===== src/ris_pkg.sv =====
// Shared types and constants for the rotated immediate splitter.
package ris_pkg;

  localparam int unsigned NumChunks = 4;
  localparam int unsigned NumScan   = 4;

  localparam logic [31:0] TopNibble = 32'hF000_0000;
  localparam logic [31:0] LowNibble = 32'h0000_000F;
  localparam logic [5:0]  FullEnd   = 6'd32;
  localparam logic [5:0]  WrapEnd   = 6'd28;
  localparam logic [5:0]  WrapPos   = 6'd4;
  localparam logic [4:0]  WrapRot   = 5'd4;
  localparam logic [5:0]  ChunkBits = 6'd8;

  // One constant on its way through the scan stages.
  typedef struct packed {
    logic [31:0]          value;
    logic [5:0]           pos;
    logic [5:0]           scan_end;
    logic [2:0]           count;
    logic                 done;
    logic [3:0][7:0]      chunks;
    logic [3:0][4:0]      rots;
  } ris_item_t;

endpackage


===== src/rotated_immediate_splitter_core.sv =====
// Top level of the rotated immediate splitter.
//
// Splits a 32-bit constant into one to four 8-bit chunks with even right
// rotate amounts; ORing the rotated chunks rebuilds the constant.
// Input: a transaction is taken at a rising edge with start high and
// busy low; value_i carries the constant.
// Output: each chunk is on chunk_o/rotate_right_o for one cycle, marked by
// result_valid_o; last_o flags the final chunk of a constant. Chunks of one
// constant follow each other in consecutive cycles.
// Pipeline: an entry register, four scan stages (one chunk search each) and
// the output register, through which each constant passes in that order.
// Throughput: the output port carries one chunk a cycle and takes the next
// constant only as the last chunk of the current one leaves; the pipeline holds
// up to six constants and busy rises when it backs up behind the output.
// Reset: clears all valid bits; nothing is in flight afterwards.
// The receiver cannot stall: results are never held back.
module rotated_immediate_splitter_core (
  input  logic        clk_i,
  input  logic        rst_ni,
  input  logic        start,
  output logic        busy,
  input  logic [31:0] value_i,
  output logic        result_valid_o,
  output logic [7:0]  chunk_o,
  output logic [4:0]  rotate_right_o,
  output logic        last_o
);
  import ris_pkg::*;

  logic      stg_valid [NumScan + 1];
  ris_item_t stg_item  [NumScan + 1];
  logic      stg_ready [NumScan + 2];

  logic      entry_valid_q;
  ris_item_t entry_item_q;
  ris_item_t entry_item_d;
  logic      wrap;

  // Decode the zero and wrap cases before the scan.
  assign wrap = (|(value_i & TopNibble)) && (|(value_i & LowNibble));

  always_comb begin
    entry_item_d          = '0;
    entry_item_d.value    = value_i;
    entry_item_d.pos      = 6'd0;
    entry_item_d.scan_end = FullEnd;
    if (value_i == 32'h0000_0000) begin
      entry_item_d.count = 3'd1;
      entry_item_d.done  = 1'b1;
    end else if (wrap) begin
      entry_item_d.chunks[0] = {value_i[3:0], value_i[31:28]};
      entry_item_d.rots[0]   = WrapRot;
      entry_item_d.count     = 3'd1;
      entry_item_d.pos       = WrapPos;
      entry_item_d.scan_end  = WrapEnd;
    end
  end

  assign stg_ready[0] = !entry_valid_q || stg_ready[1];
  assign busy         = !stg_ready[0];

  always_ff @(posedge clk_i or negedge rst_ni) begin
    if (!rst_ni) begin
      entry_valid_q <= 1'b0;
    end else if (stg_ready[0]) begin
      entry_valid_q <= start;
    end
  end

  always_ff @(posedge clk_i) begin
    if (stg_ready[0]) begin
      entry_item_q <= entry_item_d;
    end
  end

  assign stg_valid[0] = entry_valid_q;
  assign stg_item[0]  = entry_item_q;

  for (genvar k = 1; k <= NumScan; k++) begin : g_scan
    ris_scan_stage u_scan (
      .clk_i   (clk_i),
      .rst_ni  (rst_ni),
      .valid_i (stg_valid[k-1]),
      .item_i  (stg_item[k-1]),
      .ready_o (stg_ready[k]),
      .valid_o (stg_valid[k]),
      .item_o  (stg_item[k]),
      .ready_i (stg_ready[k+1])
    );
  end

  ris_serializer u_ser (
    .clk_i          (clk_i),
    .rst_ni         (rst_ni),
    .valid_i        (stg_valid[NumScan]),
    .item_i         (stg_item[NumScan]),
    .ready_o        (stg_ready[NumScan + 1]),
    .result_valid_o (result_valid_o),
    .chunk_o        (chunk_o),
    .rotate_right_o (rotate_right_o),
    .last_o         (last_o)
  );

  // Chunks of one constant leave without gaps.
  a_no_gap: assert property (@(posedge clk_i) disable iff (!rst_ni)
    result_valid_o && !last_o |=> result_valid_o)
    else $error("gap inside a chunk sequence");

  // Rotate amounts are always even.
  a_even_rot: assert property (@(posedge clk_i) disable iff (!rst_ni)
    result_valid_o |-> !rotate_right_o[0])
    else $error("odd rotate amount");

  // A zero chunk only stands alone, for the zero constant.
  a_zero_chunk: assert property (@(posedge clk_i) disable iff (!rst_ni)
    result_valid_o && (chunk_o == 8'h00) |-> last_o && (rotate_right_o == 5'd0))
    else $error("zero chunk outside the zero constant case");

endmodule


===== src/ris_scan_stage.sv =====
// One scan step: find the next non-zero bit pair and take the byte there.
module ris_scan_stage (
  input  logic              clk_i,
  input  logic              rst_ni,
  input  logic              valid_i,
  input  ris_pkg::ris_item_t item_i,
  output logic              ready_o,
  output logic              valid_o,
  output ris_pkg::ris_item_t item_o,
  input  logic              ready_i
);
  import ris_pkg::*;

  logic      valid_q;
  ris_item_t item_q;
  ris_item_t item_d;
  logic [15:0] hit;
  logic        hit_any;
  logic [4:0]  hit_pos;
  logic [39:0] shifted;
  logic [1:0]  slot;

  always_comb begin
    for (int i = 0; i < 16; i++) begin
      hit[i] = (|item_i.value[2*i +: 2]) && (6'(2 * i) >= item_i.pos)
               && (6'(2 * i) < item_i.scan_end);
    end
  end

  always_comb begin
    hit_pos = 5'd0;
    for (int i = 15; i >= 0; i--) begin
      if (hit[i]) hit_pos = 5'(2 * i);
    end
  end

  assign hit_any = |hit;
  assign shifted = {8'h00, item_i.value} >> hit_pos;
  assign slot    = item_i.count[1:0];

  always_comb begin
    item_d = item_i;
    if (!item_i.done) begin
      if (!hit_any) begin
        item_d.done = 1'b1;
      end else begin
        item_d.chunks[slot] = shifted[7:0];
        item_d.rots[slot]   = 5'd0 - hit_pos;
        item_d.count        = item_i.count + 3'd1;
        item_d.pos          = {1'b0, hit_pos} + ChunkBits;
        // Stop on a chunk near the scan end or once all four are taken.
        if (({1'b0, hit_pos} >= (item_i.scan_end - ChunkBits)) ||
            (item_i.count == 3'(NumChunks - 1))) begin
          item_d.done = 1'b1;
        end
      end
    end
  end

  assign ready_o = !valid_q || ready_i;

  always_ff @(posedge clk_i or negedge rst_ni) begin
    if (!rst_ni) begin
      valid_q <= 1'b0;
    end else if (ready_o) begin
      valid_q <= valid_i;
    end
  end

  always_ff @(posedge clk_i) begin
    if (ready_o) begin
      item_q <= item_d;
    end
  end

  assign valid_o = valid_q;
  assign item_o  = item_q;

endmodule


===== src/ris_serializer.sv =====
// Output stage: strobe the chunks of one constant out, one per cycle.
module ris_serializer (
  input  logic              clk_i,
  input  logic              rst_ni,
  input  logic              valid_i,
  input  ris_pkg::ris_item_t item_i,
  output logic              ready_o,
  output logic              result_valid_o,
  output logic [7:0]        chunk_o,
  output logic [4:0]        rotate_right_o,
  output logic              last_o
);
  import ris_pkg::*;

  logic      valid_q;
  ris_item_t item_q;
  logic [1:0] idx_q;
  logic [1:0] last_idx;
  logic       is_last;

  assign last_idx = 2'(item_q.count - 3'd1);
  assign is_last  = (idx_q == last_idx);
  // Take the next transaction in the cycle the last chunk leaves.
  assign ready_o  = !valid_q || is_last;

  always_ff @(posedge clk_i or negedge rst_ni) begin
    if (!rst_ni) begin
      valid_q <= 1'b0;
      idx_q   <= 2'd0;
    end else if (ready_o) begin
      valid_q <= valid_i;
      idx_q   <= 2'd0;
    end else begin
      idx_q   <= idx_q + 2'd1;
    end
  end

  always_ff @(posedge clk_i) begin
    if (ready_o) begin
      item_q <= item_i;
    end
  end

  assign result_valid_o = valid_q;
  assign chunk_o        = item_q.chunks[idx_q];
  assign rotate_right_o = item_q.rots[idx_q];
  assign last_o         = valid_q && is_last;

endmodule

===== config.mk =====
export PLATFORM = sky130hd
export DESIGN_NAME = rotated_immediate_splitter_core
export DESIGN_NICKNAME = d
export VERILOG_FILES = /design/src/ris_pkg.sv /design/src/rotated_immediate_splitter_core.sv /design/src/ris_scan_stage.sv /design/src/ris_serializer.sv
export SDC_FILE = /design/constraint.sdc
export NUM_CORES = 1
export LEC_CHECK = 0
export ABC_AREA = 1
export BUFFER_PORTS_ARGS = -buffer_cell sky130_fd_sc_hd__buf_2
export CORE_AREA = 2 2 198 200
export DETAILED_ROUTE_END_ITERATION = 10
export DIE_AREA = 0 0 200 202
export PLACE_DENSITY = 0.83
export SYNTH_ARGS = -nofsm -noshare
export SYNTH_HDL_FRONTEND = slang
export SYNTH_SLANG_ARGS = --single-unit

===== constraint.sdc =====
create_clock -name clk_i -period 9.38 [get_ports clk_i]
set_input_delay 0.938 -clock clk_i [delete_from_list [all_inputs] [get_ports clk_i]]
set_output_delay 0.938 -clock clk_i [all_outputs]
set_load 0.02 [all_outputs]

==> results of run 1 <==
[worst paths after layout]
check	startpoint	end	slack (ps)	cells after the start
worst max-delay path	u_ser.idx_q[0]	busy	2220	15
worst min-delay path	rst_ni	u_ser.idx_q[0]	250	1
worst max register to register	u_ser.idx_q[0]	entry_item_q[94]	3260	16
worst min register to register	g_scan[4].u_scan.item_o[46]	u_ser.item_q[46]	420	0
max in group asynchronous	rst_ni	g_scan[2].u_scan.valid_o	8860	1
min in group clk_i	g_scan[4].u_scan.item_o[46]	u_ser.item_q[46]	420	0
[registers in the layout, summed over array words and instances, names as in the netlist]
register and flops:
entry_valid_q 1, g_scan.u_scan.item_o 297, u_ser.item_q 50, u_ser.idx_q 2
entry_item_q 44, u_ser.result_valid_o 1, g_scan.u_scan.valid_o 4
[cells by family after synthesis]
logic type,Yosys count
compound gates,299
xor+xnor,12
fa+ha+maj,31
buf+inv,433
flops,399
mux,3
other cells,1
simple gates,1193
[routing by layer]
metal / vias to the layer above / wire length, µm / global-route usage
li1: 7952 / - / -
met1: 7556 / 22100 / 0.368
met2: 745 / 26000 / 0.454
met3: 186 / 3560 / 0.0322
met4: 0 / 3450 / 0.162
met5: - / 0 / 0
[metrics by stage]
step                      instances  utilization
final                          2940        0.612
after global routing           2940        0.612
after CTS                      2940        0.612
after detailed placement       2867        0.576
after global placement         2867        0.576
after floorplan                2371            -
[layout make-up]
class	count	area [µm²]	area share
clock inverters	28	377	0.0161
well taps	518	648	0.0276
flip-flops and latches	399	11900	0.509
multi-input cells	1539	7820	0.333
repair buffers	57	305	0.0130
inverters	354	1340	0.0571
clock buffers	45	1020	0.0435
[synth_stat cells, types with 3 or more instances]
master      n
o32ai_1    12
a21boi_0   17
xnor2_1     5
nor3_2      3
nor2_2      6
buf_1       6
o21ai_1     9
buf_2      27
o21ai_0   108
or2_2      79
nor2_1    248
or2_1      10
buf_4      16
a21boi_1   56
clkinv_1    3
nand3b_1    5
nand2_1   475
buf_6       8
mux2i_1     3
nand3_1   278
nor3_1     19
dfrtp_1     8
inv_2      20
nor4_1     10
o211ai_1   16
a211oi_1    3
ha_1       31
o221ai_1    3
nand2_4     6
xor2_1      6
nand4_1    19
o21ai_2    12
clkbuf_1   18
nor2_4      7
nand2_2    23
clkbuf_2    3
edfxtp_1  391
a21oi_1    48
inv_1     330
[worst register-to-register path: stages, from the launching register on]
cell and delay, ps:
dfrtp_1 840, clkinv_1 780, nand2_1 210, nand2_1 60, o21ai_0 140, nand2_2 700, nor2_1 410, clkinv_1 150
nor2_1 190, clkinvlp_4 560, nor2_1 410, clkinvlp_4 460, nor2_1 300, inv_2 70, nor2_1 180, inv_1 60
buf_4 280
==> flow_metrics.py, run 1 <==
metrics = {
    "sta": {
        "finalCritPeriodShare": 0.764,
        "finalSetupViolations": 0,
        "whs_ps": 250,
        "drv_slew": 0,
        "finalWorstSetupSlack_ps": 2220,
        "worst_pin_slew_ps": 1130,
        "tns_ps": 0,
        "fin_skew_ps": 33.7,
        "finalHoldViolCount": 0,
        "fin_crit_ps": 7160,
        "rsz0062_at_grt": "no",
        "fmax_ghz": 0.140,
        "slew_headroom": 0.242,
    },
    "critical_path": {
        "start_kind": "flop",
        "cpPeakStageDelay_ps": 840,
        "path_cells": "clkinv_1, nand2_1, nand2_1, o21ai_0, nand2_2, nor2_1, clkinv_1, nor2_1, clkinvlp_4, nor2_1, clkinvlp_4, nor2_1, inv_2, nor2_1, buf_2",
        "crit_arrival_ps": 6220,
        "path_class": "flop to primary output",
        "worstPathRequired_ps": 8440,
        "critical_path.top_delay_family": "simple AND/OR/NAND/NOR gates",
        "endpoint_kind": "primary output",
        "cp_max_fo": 54,
        "cpMostUsedCell": "nor2_1",
        "path_buf_inv": 6,
        "slowest_stage": "dfrtp_1",
    },
    "logic_synthesis": {
        "synth-simple-area-share": 0.250,
        "async_flop_share": 0.0201,
        "yosys_warnings": 0,
        "ys_seq_area_frac": 0.554,
        "netlist.area_leader.share": 0.545,
        "ys_ff_latch": 399,
        "synth_compound_area_frac": 0.0875,
        "synth_edf_count": 391,
        "yosysTopAreaCell": "edfxtp_1",
        "synth_fa_ha_area_frac": 0.0180,
        "synth_top_family_by_area": "simple AND/OR/NAND/NOR gates",
        "synth-xor-area-share": 0.00522,
        "synthMuxAreaShare": 0.00139,
        "ys_types": 58,
        "synth_area_leaders": "edfxtp_1 (54%), nand2_1 (8.3%), nand3_1 (6.5%)",
        "synthCells": 2371,
        "synthFlopType": "edfxtp_1",
        "post_synth.cell_area_avg_um2": 9.09,
        "syn_nets": 2437,
        "netlist_area_um2": 21600,
    },
    "die": {
        "coreArea_um2": 38300,
        "dieArea_um2": 40400,
        "die_width_um": 200,
        "rows": 72,
        "fp.dieH_um": 202,
        "initial_core_util": 0.563,
        "io_pins": 51,
    },
    "cts": {
        "hold_buffers": 0,
        "htreeDepth": 2,
        "cts_setup_buffers": 0,
        "numCtsBuffers": 40,
        "cts-root-buf": "clkbuf_16",
        "insertion_delay_ps": 580,
        "clock_sinks": 399,
        "ctsResizeCount": 0,
        "clkTransAtPathRegs_ps": 60,
        "clockBufferDepth": 3,
        "cts_tree": "done",
    },
    "global_route": {
        "grt_max_degree": 74,
        "antenna_found_initial": 0,
        "grt_use_total": 0.281,
        "grt_pass1_wl_mm": 86.8,
        "grt-ovfl-total": 0,
        "grt_pass1_vias": 15714,
    },
    "cells_and_area": {
        "mostFrequentLayoutCell": "nand2_1",
        "final_area_um2": 23400,
        "syn_to_final_growth_pct": 8.79,
        "insertedDiodeCount": 0,
        "fillerInstances": 3115,
        "nets": 2457,
        "final_layout_size_suffix_gt1_frac": 0.120,
        "mostFrequentLayoutCells": "nand2_1 (474), edfxtp_1 (391), inv_1 (326)",
    },
    "route": {
        "wl_per_cell_um": 18.7,
        "viasPerCell": 5.59,
        "ant_nets": 0,
        "drtIter0Drc": 1676,
        "drt_pass1_iterations": 6,
        "wl_mm": 55.1,
        "num_vias": 16439,
        "drc": 0,
    },
    "placed_design": {
        "hpwl_mm": 40.8,
        "io_buffers": 49,
        "place_area_um2": 22100,
        "gp_congestion": 1.00,
        "dp_slack_ps": 2820,
    },
    "status": {
        "status": "finished, final reports clean",
    },
    "run": {
        "cap_viol_max_count": 0,
    },
    "hold_path": {
        "min_path_type": "input port to async pin",
    },
}
Power of run 1 is left out: the tool's default activity adds up to more than one toggle a clock period on the data nets, which glitch-free logic cannot reach.
==> inputs of run 2 (changes only) <==
- CORE_AREA: 2 2 198 200 -> 2 2 188 190
- DIE_AREA: 0 0 200 202 -> 0 0 190 192
- PLACE_DENSITY: 0.83 -> 0.87
- clock period: 9.38 -> 6.9 ns (I/O delays scaled with it)
==> run 2 against run 1 <==
  * Register-to-register slack worse by 1600 ps
  * Critical path type unchanged
  * Critical endpoint unchanged
  * Flip-flop and latch count unchanged
  * Non-clock buffer count up 1
  * Die area down 9.7%
==> flow_metrics.py, run 2 (synthesis results as in run 1) <==
metrics = {
    "status": {
        "status": "finished, final reports clean",
    },
    "sta": {
        "fin_crit_ps": 5480,
        "fmax_ghz": 0.182,
        "finalWorstSetupSlack_ps": 1420,
        "finalHoldViolCount": 0,
        "fin_skew_ps": 19.5,
        "finalSetupViolations": 0,
        "rsz0062_at_grt": "no",
        "drv_slew": 0,
        "finalCritPeriodShare": 0.794,
        "worst_pin_slew_ps": 1100,
        "slew_headroom": 0.264,
    },
    "hold_path": {
        "min_from": "value_i[15]",
        "holdPathStages": 1,
        "min_path_type": "input port to flop",
        "min_to": "entry_item_q[83]",
    },
    "global_route": {
        "antenna_found_initial": 0,
        "grt_max_degree": 83,
        "grt_pass1_vias": 15995,
        "grt_use_total": 0.316,
        "grtUsageMet1": 0.404,
        "met2_usage": 0.530,
        "grt-ovfl-total": 0,
        "grt_pass1_wl_mm": 88.3,
        "grt.busiest_layer": "met2",
        "met3_usage": 0.0378,
    },
    "cells_and_area": {
        "utilization": 0.681,
        "finalNonFillerCells": 2876,
        "largest_reg_flops": 297,
        "final_area_um2": 23400,
        "insertedDiodeCount": 0,
        "final_layout_size_suffix_gt1_frac": 0.122,
        "mostFrequentLayoutCells": "nand2_1 (473), edfxtp_1 (391), inv_1 (325)",
        "nets": 2457,
        "syn_to_final_growth_pct": 8.35,
        "mostFrequentLayoutCell": "nand2_1",
    },
    "placed_design": {
        "io_buffers": 49,
        "hpwl_mm": 41.0,
        "dp_cells": 2804,
        "gp_congestion": 1.02,
        "place_area_um2": 22100,
        "dp_slack_ps": 1700,
    },
    "critical_path": {
        "path_class": "flop to primary output",
        "crit_arrival_ps": 4790,
        "startpoint": "u_ser.idx_q[0]",
        "cpPeakStageDelay_ps": 870,
        "worstPathRequired_ps": 6210,
        "path_cells": "clkinv_2, nand2_1, nand2_2, o21ai_4, nand2_8, nor2_4, clkinvlp_4, nor2_4, clkinvlp_4, nor2_4, clkinvlp_4, nor2_2, clkinvlp_4, buf_4, nor2_4, buf_2",
        "r2r-start": "u_ser.idx_q[0]",
        "cp_max_fo": 68,
        "endpoint_kind": "primary output",
        "slowest_stage": "dfrtp_1",
        "start_kind": "flop",
        "r2r_end": "entry_item_q[84]",
        "reg2reg_depth": 16,
        "r2r_slack_ps": 1650,
    },
    "die": {
        "dieArea_um2": 36500,
        "initial_core_util": 0.629,
        "die_width_um": 190,
        "io_pins": 51,
        "coreArea_um2": 34300,
        "fp.dieH_um": 192,
        "rows": 68,
    },
    "cts": {
        "numCtsBuffers": 39,
        "clkTransAtPathRegs_ps": 60,
        "cts-root-buf": "clkbuf_16",
        "cts_tree": "done",
        "ctsResizeCount": 0,
        "clockBufferDepth": 3,
        "insertion_delay_ps": 570,
        "clock_sinks": 399,
        "htreeDepth": 2,
    },
    "run": {
        "cap_viol_max_count": 0,
    },
    "route": {
        "drc": 0,
        "drt_pass1_iterations": 6,
        "ant_nets": 0,
        "num_vias": 16806,
        "drtIter0Drc": 2029,
        "wl_per_cell_um": 19.6,
        "viasPerCell": 5.84,
        "wl_mm": 56.5,
    },
}
==> run 2: changes by cell type in the layout (fill, tap and decap cells not counted), moves of 2 or more <==
cell        change
clkinv_2        -2
clkbuf_1        +2
nor2_1          -5
clkinvlp_4      +5
nor2_4          +4
bufinv_16       -4
==> run 2: critical path: cells and delay by family, from the launching register on <==
family / cells / cell delay [ps]
buf+inv: 7 / 1650
simple gates: 8 / 1540
flops: 1 / 870
compound gates: 1 / 110
==> run 2: per-stage QoR <==
stage          hold WS (ps)  TNS [ps]
6_report                321         0
5_1_grt                 311         0
4_1_cts                 309         0
3_5_place_dp            405         0
3_3_place_gp            401         0
2_1_floorplan           394    -44960
==> run 2: metal layers <==
metal	part of all wire	up-vias
met1	0.39	7755
met2	0.48	918
met3	0.074	194
li1	-	7939
met5	0	-
met4	0.060	0
==> run 2: worst max-delay path by stage <==
stage,slack [ps],to,cells after the start
CTS,1410,busy,16
global route,1030,busy,16
finish,1420,busy,16
global placement,1870,entry_item_q[82],16
floorplan,-1010,entry_item_q[20],14
detailed placement,1700,entry_item_q[80],16
==> run 2: timing repair <==
item / in CTS / in global routing
hold buffers: 1 / 0
setup endpoints to repair: 0 / 0
buffers inserted: 0 / 0
endpoints found under the hold margin: 4 / 0
==> run 2: final cells by class <==
class | instances | area, µm²
Sequential cell | 399 | 11900
Fill cell | 2555 | 10900
Multi-Input combinational cell | 1539 | 7900
Inverter | 354 | 1350
Clock buffer | 46 | 1000
Tap cell | 455 | 569
Timing Repair Buffer | 58 | 315
Clock inverter | 25 | 278
Power of run 2 is left out for the same reason.
==> inputs of run 3 (changes only) <==
- CORE_AREA: 2 2 188 190 -> 2 2 198 200
- DIE_AREA: 0 0 190 192 -> 0 0 200 202
- PLACE_DENSITY: 0.87 -> 0.83
- clock period: 6.9 -> 4.65 ns (I/O delays scaled with it)
==> run 3 against run 2 <==
  * Clock skew up 7.7 ps
  * Worst setup slack worse by 860 ps
  * Critical path depth stayed put
  * Utilization down 6.8 points
  * Final cell count is 2.5% higher
  * Worst hold slack worse by 230 ps
  * Critical endpoint is now entry_item_q[75]
  * Largest cell class unchanged
  * Highest routed layer unchanged
==> flow_metrics.py, run 3 (synthesis results as in run 1) <==
metrics = {
    "cts": {
        "clockBufferDepth": 3,
        "clock_sinks": 399,
        "insertion_delay_ps": 580,
        "cts-root-buf": "clkbuf_16",
        "htreeDepth": 2,
        "clkTransAtPathRegs_ps": 60,
        "cts_tree": "done",
        "numCtsBuffers": 39,
    },
    "sta": {
        "finalSetupViolations": 0,
        "fin_crit_ps": 4090,
        "finalCritPeriodShare": 0.879,
        "worst_pin_slew_ps": 965,
        "fin_skew_ps": 27.1,
        "drv_slew": 0,
        "finalHoldViolCount": 0,
        "rsz0062_at_grt": "no",
        "tns_ps": 0,
        "fmax_ghz": 0.245,
        "slew_headroom": 0.355,
    },
    "route": {
        "drc": 0,
        "drtIter0Drc": 1376,
        "wl_per_cell_um": 19.6,
        "num_vias": 16386,
        "ant_nets": 0,
        "drt_pass1_iterations": 7,
        "wl_mm": 57.8,
        "viasPerCell": 5.56,
    },
    "hold_path": {
        "min_to": "entry_item_q[73]",
        "min_path_type": "input port to flop",
        "holdPathStages": 1,
        "min_from": "value_i[5]",
    },
    "critical_path": {
        "cpPeakStageDelay_ps": 690,
        "path_cells": "clkinv_2, nand2_1, nand2_2, o21ai_4, nand2_8, nor2_4, clkinvlp_4, nor2_4, clkinvlp_4, nor2_4, clkinvlp_4, buf_4, nor2_2, clkinvlp_4, nor2_4, clkinvlp_4",
        "start_kind": "flop",
        "endpoint_kind": "flop",
        "r2r-start": "u_ser.idx_q[0]",
        "cpMostUsedCell": "clkinvlp_4",
        "cp_max_fo": 44,
        "r2r_end": "entry_item_q[75]",
        "path_buf_inv": 7,
        "slowest_stage": "clkinvlp_4",
        "reg2reg_depth": 16,
        "critical_path.top_delay_family": "buffers and inverters",
        "r2r_slack_ps": 560,
        "crit_arrival_ps": 4130,
        "worstPathRequired_ps": 4690,
        "path_class": "flop to flop",
    },
    "die": {
        "io_pins": 51,
        "rows": 72,
        "fp.dieH_um": 202,
        "dieArea_um2": 40400,
        "coreArea_um2": 38300,
        "initial_core_util": 0.563,
        "die_width_um": 200,
    },
    "placed_design": {
        "hpwl_mm": 43.8,
        "gp_congestion": 0.966,
        "place_area_um2": 22200,
        "io_buffers": 49,
    },
    "global_route": {
        "grt-ovfl-total": 0,
        "antenna_found_initial": 0,
        "grt_use_total": 0.295,
        "grt_pass1_wl_mm": 89.6,
        "grt_pass1_vias": 15948,
        "grt_max_degree": 80,
    },
    "cells_and_area": {
        "final_area_um2": 23500,
        "nets": 2465,
        "syn_to_final_growth_pct": 8.90,
        "mostFrequentLayoutCells": "nand2_1 (473), edfxtp_1 (391), inv_1 (325)",
        "mostFrequentLayoutCell": "nand2_1",
        "insertedDiodeCount": 0,
        "largest_reg_flops": 297,
        "final_layout_size_suffix_gt1_frac": 0.126,
    },
    "run": {
        "cap_viol_max_count": 0,
    },
    "status": {
        "status": "finished, final reports clean",
    },
}
[run 3: cell types whose count changed in the layout (fill, tap and decap cells not counted)]
| cell | previous run | this run |
|---|---|---|
| bufinv_16 | 3 | 1 |
| clkbuf_1 | 7 | 5 |
| inv_6 | 0 | 2 |
| clkinv_1 | 9 | 10 |
| clkinv_2 | 6 | 8 |
| buf_12 | 0 | 1 |
| clkinv_4 | 3 | 2 |
| buf_4 | 8 | 15 |
| inv_8 | 0 | 1 |
[run 3: through the flow]
stage                     instances  hold slack, ps  setup slack (ps)   util
after floorplan                2371             169             -3250      -
after global placement         2875             368               683  0.580
after detailed placement       2875             367               558  0.580
after CTS                      2948            72.0               499  0.613
after global routing           2948            75.6               222  0.613
final                          2948            92.5               561  0.613
[run 3: worst max-delay path by stage]
stage | depth (start not counted) | startpoint | end
6_report | 16 | u_ser.idx_q[0] | entry_item_q[75]
5_1_grt | 16 | u_ser.idx_q[0] | entry_item_q[95]
4_1_cts | 16 | u_ser.idx_q[0] | entry_item_q[80]
3_5_place_dp | 16 | u_ser.idx_q[0] | entry_item_q[81]
3_3_place_gp | 16 | u_ser.idx_q[0] | entry_item_q[60]
2_1_floorplan | 14 | u_ser.idx_q[1] | entry_item_q[20]
[run 3: area by class of cell]
cell class / instances / area [µm²]
Fill cell: 3243 / 14800
Inverter: 354 / 1350
Clock inverter: 28 / 251
Tap cell: 518 / 648
Sequential cell: 399 / 11900
Multi-Input combinational cell: 1539 / 7900
Clock buffer: 44 / 995
Timing Repair Buffer: 66 / 388
[run 3: repair_timing]
action	in CTS	in global routing
resized for setup	0	0
buffers inserted	0	0
endpoints found under the hold margin	8	0
hold buffers	1	0
[run 3: worst reg2reg max path: stages (launching register included)]
cell and delay, ps:
dfrtp_1 360, clkinv_2 300, nand2_1 190, nand2_2 80
o21ai_4 100, nand2_8 70, nor2_4 140, clkinvlp_4 150
nor2_4 150, clkinvlp_4 280, nor2_4 220, clkinvlp_4 80
buf_4 220, nor2_2 190, clkinvlp_4 130, nor2_4 170
clkinvlp_4 700
[run 3: per-layer routing]
| layer | wire length, µm | vias to the layer above | GRT usage |
|---|---|---|---|
| met2 | 27900 | 612 | 0.494 |
| met4 | 3140 | 0 | 0.147 |
| met3 | 3340 | 147 | 0.0407 |
| met1 | 23400 | 7665 | 0.376 |
| met5 | 0 | - | 0 |
| li1 | - | 7962 | - |
Power of run 3 is left out for the same reason.
